===== config.mk =====
export PLATFORM = sky130hd
export DESIGN_NAME = sac_ctrl
export DESIGN_NICKNAME = d
export VERILOG_FILES = /design/src/hw/rtl/set_assoc_cache_tag_replacement_macros.svh /design/src/hw/rtl/sac_pkg.sv /design/src/hw/rtl/sac_ctrl.sv
export SDC_FILE = /design/constraint.sdc
export NUM_CORES = 1
export LEC_CHECK = 0
export BUFFER_PORTS_ARGS = -buffer_cell sky130_fd_sc_hd__buf_2
export CAP_MARGIN = 20
export CORE_AREA = 5 5 42 44
export DETAILED_ROUTE_END_ITERATION = 10
export DIE_AREA = 0 0 47 49
export MAX_ROUTING_LAYER = met4
export PLACE_DENSITY = 0.44
export SLEW_MARGIN = 20
export SYNTH_ARGS = -nofsm -noshare
export SYNTH_HDL_FRONTEND = slang
export SYNTH_SLANG_ARGS = --single-unit

===== constraint.sdc =====
create_clock -name clk_i -period 1.35 [get_ports clk_i]
set_input_delay 0.0675 -clock clk_i [delete_from_list [all_inputs] [get_ports clk_i]]
set_output_delay 0.0675 -clock clk_i [all_outputs]
set_load 0.01 [all_outputs]

===== src/hw/rtl/set_assoc_cache_tag_replacement_macros.svh =====
// Assertion macros for the cache tag store
`ifndef SET_ASSOC_CACHE_TAG_REPLACEMENT_MACROS_SVH
`define SET_ASSOC_CACHE_TAG_REPLACEMENT_MACROS_SVH

// Same-cycle implication on clk_i, off while in reset
`define SAC_ASSERT_IMPL(label, ante, cons, msg) \
  label: assert property (@(posedge clk_i) disable iff (!rst_ni) (ante) |-> (cons)) \
    else $error(msg);

// Next-cycle implication on clk_i, off while in reset
`define SAC_ASSERT_NEXT(label, ante, cons, msg) \
  label: assert property (@(posedge clk_i) disable iff (!rst_ni) (ante) |=> (cons)) \
    else $error(msg);

`endif


===== src/hw/rtl/sac_pkg.sv =====
// Shared constants, codes and control types of the cache tag store
package sac_pkg;

  localparam int unsigned MAX_WAYS_DEF    = 64;
  localparam int unsigned MAX_SETS_DEF    = 1024;
  localparam int unsigned COUNT_WIDTH_DEF = 32;

  localparam int unsigned ADDR_W   = 64;
  localparam int unsigned TAG_W    = 64;
  localparam int unsigned TOT_W    = 32;
  localparam int unsigned WAYO_W   = 6;
  localparam int unsigned RANK_W   = 6;
  localparam int unsigned OUT_W    = 72;
  localparam int unsigned CFG_IDX_W = 2;
  localparam int unsigned CFG_DAT_W = 5;

  localparam logic [CFG_IDX_W-1:0] CFG_POLICY   = 2'd0;
  localparam logic [CFG_IDX_W-1:0] CFG_INDEX    = 2'd1;
  localparam logic [CFG_IDX_W-1:0] CFG_OFFSET   = 2'd2;
  localparam logic [CFG_IDX_W-1:0] CFG_WAYS     = 2'd3;

  localparam logic [1:0] POL_RR  = 2'd0;
  localparam logic [1:0] POL_LRU = 2'd1;
  localparam logic [1:0] POL_LFU = 2'd2;

  localparam logic [3:0] IB_RST = 4'd6;
  localparam logic [4:0] OB_RST = 5'd6;
  localparam logic [2:0] WL_RST = 3'd2;
  localparam logic [4:0] OB_MAX = 5'd16;

  typedef struct packed {
    logic clr;
    logic load;
    logic rd;
    logic upd;
    logic decide;
    logic finish;
  } cmd_t;

  typedef struct packed {
    logic clr_last;
    logic last_rd;
    logic out_free;
  } status_t;

endpackage


===== src/hw/rtl/sac_ctrl.sv =====
// Access sequencer of the cache tag store
module sac_ctrl (
  input  logic             clk_i,
  input  logic             rst_ni,
  input  logic             in_valid_i,
  output logic             in_ready_o,
  input  sac_pkg::status_t st_i,
  output sac_pkg::cmd_t    cmd_o
);

  localparam logic [2:0] S_CLEAR    = 3'd0;
  localparam logic [2:0] S_IDLE     = 3'd1;
  localparam logic [2:0] S_SCAN     = 3'd2;
  localparam logic [2:0] S_SCAN_END = 3'd3;
  localparam logic [2:0] S_DECIDE   = 3'd4;
  localparam logic [2:0] S_UPD      = 3'd5;
  localparam logic [2:0] S_UPD_END  = 3'd6;
  localparam logic [2:0] S_DONE     = 3'd7;

  logic [2:0] state_q, state_d;

  always_ff @(posedge clk_i or negedge rst_ni) begin
    if (!rst_ni) begin
      state_q <= S_CLEAR;
    end else begin
      state_q <= state_d;
    end
  end

  always_comb begin
    state_d    = state_q;
    cmd_o      = '0;
    in_ready_o = 1'b0;
    case (state_q)
      S_CLEAR: begin
        cmd_o.clr = 1'b1;
        if (st_i.clr_last) state_d = S_IDLE;
      end
      S_IDLE: begin
        in_ready_o = 1'b1;
        if (in_valid_i) begin
          cmd_o.load = 1'b1;
          state_d    = S_SCAN;
        end
      end
      S_SCAN: begin
        cmd_o.rd = 1'b1;
        if (st_i.last_rd) state_d = S_SCAN_END;
      end
      S_SCAN_END: state_d = S_DECIDE;
      S_DECIDE: begin
        cmd_o.decide = 1'b1;
        state_d      = S_UPD;
      end
      S_UPD: begin
        cmd_o.rd  = 1'b1;
        cmd_o.upd = 1'b1;
        if (st_i.last_rd) state_d = S_UPD_END;
      end
      S_UPD_END: state_d = S_DONE;
      S_DONE: begin
        if (st_i.out_free) begin
          cmd_o.finish = 1'b1;
          state_d      = S_IDLE;
        end
      end
      default: state_d = S_CLEAR;
    endcase
  end

endmodule


==> results of run 1 <==
cell type report:
cell class,count,share of cell area (%)
clock buffer,4,8.37
sequential,3,25.1
multi-input combinational,19,36.7
timing repair buffer,13,22.3
tap,16,6.37
inverter,1,1.20
logic make-up (layout without fill, tap and decap cells):
logic type	count (synthesis)	count (layout)	synth area share (%)
and+or+nand+nor	13	13	33.7
buffers and inverters	4	18	11.6
AOI/OAI and AO/OA	6	6	19.8
DFF	3	3	34.9
per-stage QoR:
stage	setup WS, ns	instances	instance area [um^2]
final	0.112	56	314
after detailed placement	0.203	51	274
after global routing	0.0201	56	314
after floorplan	0.273	26	215
after CTS	0.0386	56	310
after global placement	0.220	51	274
per-layer routing:
metal  track usage, %  up-vias  wire [um]
met5                -        -          0
met2             9.05        8        275
met3             5.17        2         42
met4             4.15        0         12
met1             6.39       98        296
li1                 -      118          -
power breakdown:
part	switching, mW	internal, mW	leakage (nW)	total (mW)
Sequential	0.111	0.141	0.0307	0.253
Combinational	0.153	0.164	0.107	0.316
Clock	0.0480	0.111	0.0150	0.159
Total	0.312	0.416	0.153	0.728
placed cells by master (no fill, tap or decap), types with 2 or more instances in the layout:
master / Yosys / final
clkbuf_4: 0 / 3
nand2_1: 4 / 4
dfrtp_2: 0 / 3
buf_2: 2 / 12
nor2_1: 3 / 3
nand2b_1: 2 / 2
what timing repair did:
| action | CTS | global route |
|---|---|---|
| hold endpoints to repair | 3 | 0 |
| hold buffers | 1 | 0 |
| setup endpoints to repair | 0 | 3 |
| gates resized for setup | 0 | 3 |
path summary, 6_finish.rpt:
path / depth (start not counted) / to
max: 4 / cmd_o[4]
min: 3 / state_q[1]
max reg2reg: 2 / state_q[0]
min reg2reg: 1 / state_q[0]
max in group asynchronous: 2 / state_q[1]
min in group asynchronous: 2 / state_q[2]
critical path, cell delays in order, from the launching register on:
cell and delay (ns):
dfrtp_2 0.46, nor3b_2 0.21, nand2_1 0.10, inv_1 0.05, buf_2 0.12
==> reports/metrics.csv, run 1 <==
metric,value,unit
largest_reg_flops,3,
yosys_warnings,0,
async_flop_share,100,%
relSlewSlack,86.0,%
wl_per_cell,11.2,um
synth-edff-count,0,
synth_area,215,um^2
clockBufferDepth,2,
yosys_most_used_dff,dfrtp_1,
peakVddDrop,760,uV
syn-mean-instance-area,8.28,um^2
cts_root_buf,clkbuf_4,
path_max_fanout,9,
worst_pin_slew,0.210,ns
regArea,78.8,um^2
ant_nets,0,
core-area,1400,um^2
grt_pass1_vias,227,
rrSetupSlack,0.26,ns
final_core_utilization,22.4,%
die_h,49,um
fin_skew,0.00864,ns
synth-seq-cells,3,
rsz0062_at_grt,false,
p_per_area,2320,nW/um^2
setup_viol,0,
leakagePower,0.153,nW
route.detailed.drc,0,
syn-num-nets,32,
synth_seq_area_share,34.9,%
die_x,47,um
antenna_found_initial,0,
clock_latency,0.23,ns
hp-class,in2reg,
cts_sinks,3,
fin_setup_tns,0,ns
synth_common_cells,"4 x nand2_1, 3 x dfrtp_1, 3 x nor2_1",
antenna_cells,0,
synth_top_area_share,34.9,%
yosys-top-cells-area,"dfrtp_1 35%, nand2_1 7.0%, nand2b_1 5.8%, nor3b_2 5.8%, buf_6 5.2%",
reg.largest.list,state_q: 3 flops,
multi_input_area,115,um^2
end_kind,output pin,
gr-total-overflow,0,
via_count,226,
min_from,in_valid_i,
pin_count,13,
drv_cap,0,
fmax,808,MHz
drtIter0Drc,2,
fillers,176,
syn_to_final_growth,45.9,%
drive_gt1_share,47.5,%
required,1.28,ns
grt_max_degree,14,
crit_type,reg2out,
hold_viol_final,0,
numCtsBuffers,3,
drt-pass1-iter-count,2,
period_minus_slack,1.24,ns
grt_pass1_wl,1000,um
portBuffers,12,
clk_pin_slew,0.04,ns
finalMaxSlewViolations,0,
hold_ws,0.113,ns
grt_usage,6.65,%
top_register,state_q,
period_share,91.7,%
cp.arrival,1.17,ns
htree_levels,1,
yosys.cell_types.count,17,
syn_inst,26,
reg2reg_from,state_q[1],
synth.most_common_cell,nand2_1,
total_power,0.728,mW
status,finished clean,
fin_nets,47,
synth_top_area_cell,dfrtp_1,
gp_congestion,0.683,
worstSetupStartpoint,state_q[2],
crit_path_start_kind,flip-flop,
routed_wl,627,um
std_cell_rows,14,
start_util,15.4,%
hpwl,460,um
cts_tree,yes,
cts_setup_buffers,0,
viasPerCell,4.04,
dieArea,2300,um^2
Power figures use the tool's default switching activity.
==> run 2, diff against run 1 <==
- PLACE_DENSITY: 0.44 -> unset
==> run 2 against run 1 <==
- first-iteration DRC count increased by 50%
- clock skew decreased by 0.0024 ns
- highest routed layer is now met3
- combinational power about the same
- non-clock buffer count unchanged
- hold slack got worse by 0.0098 ns
- worst setup slack got worse by 0.034 ns
- critical endpoint unchanged
- clock power decreased by 3%
- global-route usage decreased by 0.21 points
- power decreased by 1.0%
==> reports/metrics.csv, run 2 (synthesis results as in run 1) <==
metric,value,unit,change
core-area,1400,um^2,unchanged
finalWorstSetupSlack,0.0782,ns,-0.0339 ns
numCtsBuffers,3,,unchanged
routed_wl,596,um,-4.9%
drt-pass1-iter-count,3,,+1
end_kind,output pin,,
grt_pass1_wl,1010,um,+0.70%
period_share,94.2,%,+2.5 points
gr-total-overflow,0,,unchanged
grt_usage,6.44,%,-0.21 points
cts_sinks,3,,unchanged
ant_nets,0,,unchanged
path_max_fanout,9,,unchanged
min_path_cells,2,,-1
antenna_found_initial,0,,unchanged
wl_per_cell,10.6,um,-4.9%
drive_gt1_share,45.0,%,-2.5 points
peakVddDrop,725,uV,-4.6%
start_util,15.4,%,unchanged
fin_setup_tns,0,ns,unchanged
largest_reg_flops,3,,unchanged
fin_skew,0.00622,ns,-0.00241 ns
endpoint,cmd_o[4],,
met1Wirelength,277,um,-6.4%
status,finished clean,,
final_cell_mix,"12 x buf_2, 4 x nand2_1, 3 x nor2_1, 3 x clkbuf_4",,
route.detailed.drc,0,,unchanged
dr.max_layer_used,met3,,
fillers,178,,+1.1%
std_cell_rows,14,,unchanged
dieArea,2300,um^2,unchanged
portBuffers,12,,unchanged
cts_setup_buffers,0,,unchanged
relSlewSlack,81.6,%,-4.4 points
reg.largest.list,state_q: 3 flops,,
pin_count,13,,unchanged
cp_slowest_cell,dfrtp_1,,
worstSetupStartpoint,state_q[2],,
finalMaxSlewViolations,0,,unchanged
hp-class,in2reg,,
leakagePower,0.153,nW,+0.46%
ff2ff_path_depth,2,,unchanged
route.met3.wl,65,um,+55%
crit_path_start_kind,flip-flop,,
rrSetupSlack,0.26,ns,about the same
viasPerCell,4.04,,unchanged
period_minus_slack,1.27,ns,+0.0339 ns
antenna_cells,0,,unchanged
crit_chain,nor3b_2 -> nand2_1 -> inv_1 -> buf_2,,
cts_tree,yes,,
grt_pass1_vias,222,,-2.2%
setup_viol,0,,unchanged
drtIter0Drc,3,,+1
dpl_worst_slack,0.205,ns,+0.00157 ns
timing.rr.end,state_q[0],,
clockBufferDepth,2,,unchanged
die_h,49,um,unchanged
cp.arrival,1.20,ns,+0.03 ns
clock_latency,0.23,ns,about the same
drv_cap,0,,unchanged
die_x,47,um,unchanged
critPathMaxStageDelay,0.46,ns,about the same
layout_commonest_cell,buf_2,,
clk_pin_slew,0.03,ns,about the same
fmax,786,MHz,-2.7%
final_core_utilization,22.3,%,-0.089 points
reg2reg_from,state_q[1],,
grt_max_degree,14,,unchanged
via_count,226,,unchanged
worst_pin_slew,0.275,ns,+0.0659 ns
wl_met2,253,um,-8.0%
fin_nets,47,,unchanged
syn_to_final_growth,45.3,%,
htree_levels,1,,unchanged
top_register,state_q,,
gp_congestion,0.720,,+5.5%
hold_viol_final,0,,unchanged
crit_type,reg2out,,
required,1.28,ns,about the same
cts_root_buf,clkbuf_4,,
rsz0062_at_grt,false,,
p_per_area,2300,nW/um^2,-0.61%
## run 2: metrics by stage
stage | total power, mW | hold slack, ns | std cells | instance area, um^2
final | 0.721 | 0.103 | 56 | 313
after global routing | 0.795 | 0.124 | 56 | 313
after CTS | 0.731 | 0.108 | 56 | 310
after detailed placement | 0.562 | -0.134 | 51 | 274
after global placement | 0.552 | -0.134 | 51 | 274
after floorplan | 0.481 | -0.228 | 26 | 215
## run 2: power by group
group          switching (mW)  total, mW  internal [mW]  leakage [nW]
clock                  0.0437      0.154          0.111        0.0150
sequential              0.109      0.247          0.138        0.0314
combinational           0.155      0.319          0.164         0.107
total                   0.308      0.721          0.413         0.153
## run 2: per-layer routing
layer | GRT usage, % | vias to the layer above
met3 | 5.90 | 0
li1 | - | 119
met2 | 8.14 | 9
met4 | 1.38 | 0
met1 | 7.52 | 98
met5 | - | -
## run 2: worst min path at each step
stage	startpoint	to	slack, ns
6_report	st_i[0]	state_q[1]	0.10
5_1_grt	st_i[0]	state_q[1]	0.12
4_1_cts	st_i[0]	state_q[1]	0.11
3_5_place_dp	rst_ni	state_q[0]	-0.13
3_3_place_gp	rst_ni	state_q[2]	-0.13
2_1_floorplan	rst_ni	state_q[0]	-0.23
## run 2: timing repair
action / in CTS / in global routing
endpoints found under the hold margin: 3 / 0
setup endpoints to repair: 0 / 3
hold buffers: 1 / 0
resized for setup: 0 / 2
## run 2: critical path: cells and delay by family (launching register included)
family / cells / cell delay (ns)
simple gates: 2 / 0.34
flops: 1 / 0.46
buf+inv: 2 / 0.18
## run 2: final cells by class
cell class	count	area (um^2)	share of cell area [%]
Timing Repair Buffer	13	70.1	22.4
Tap cell	16	20.0	6.40
Sequential cell	3	77.6	24.8
Inverter	1	3.75	1.20
Clock buffer	4	26.3	8.40
Multi-Input combinational cell	19	115	36.8
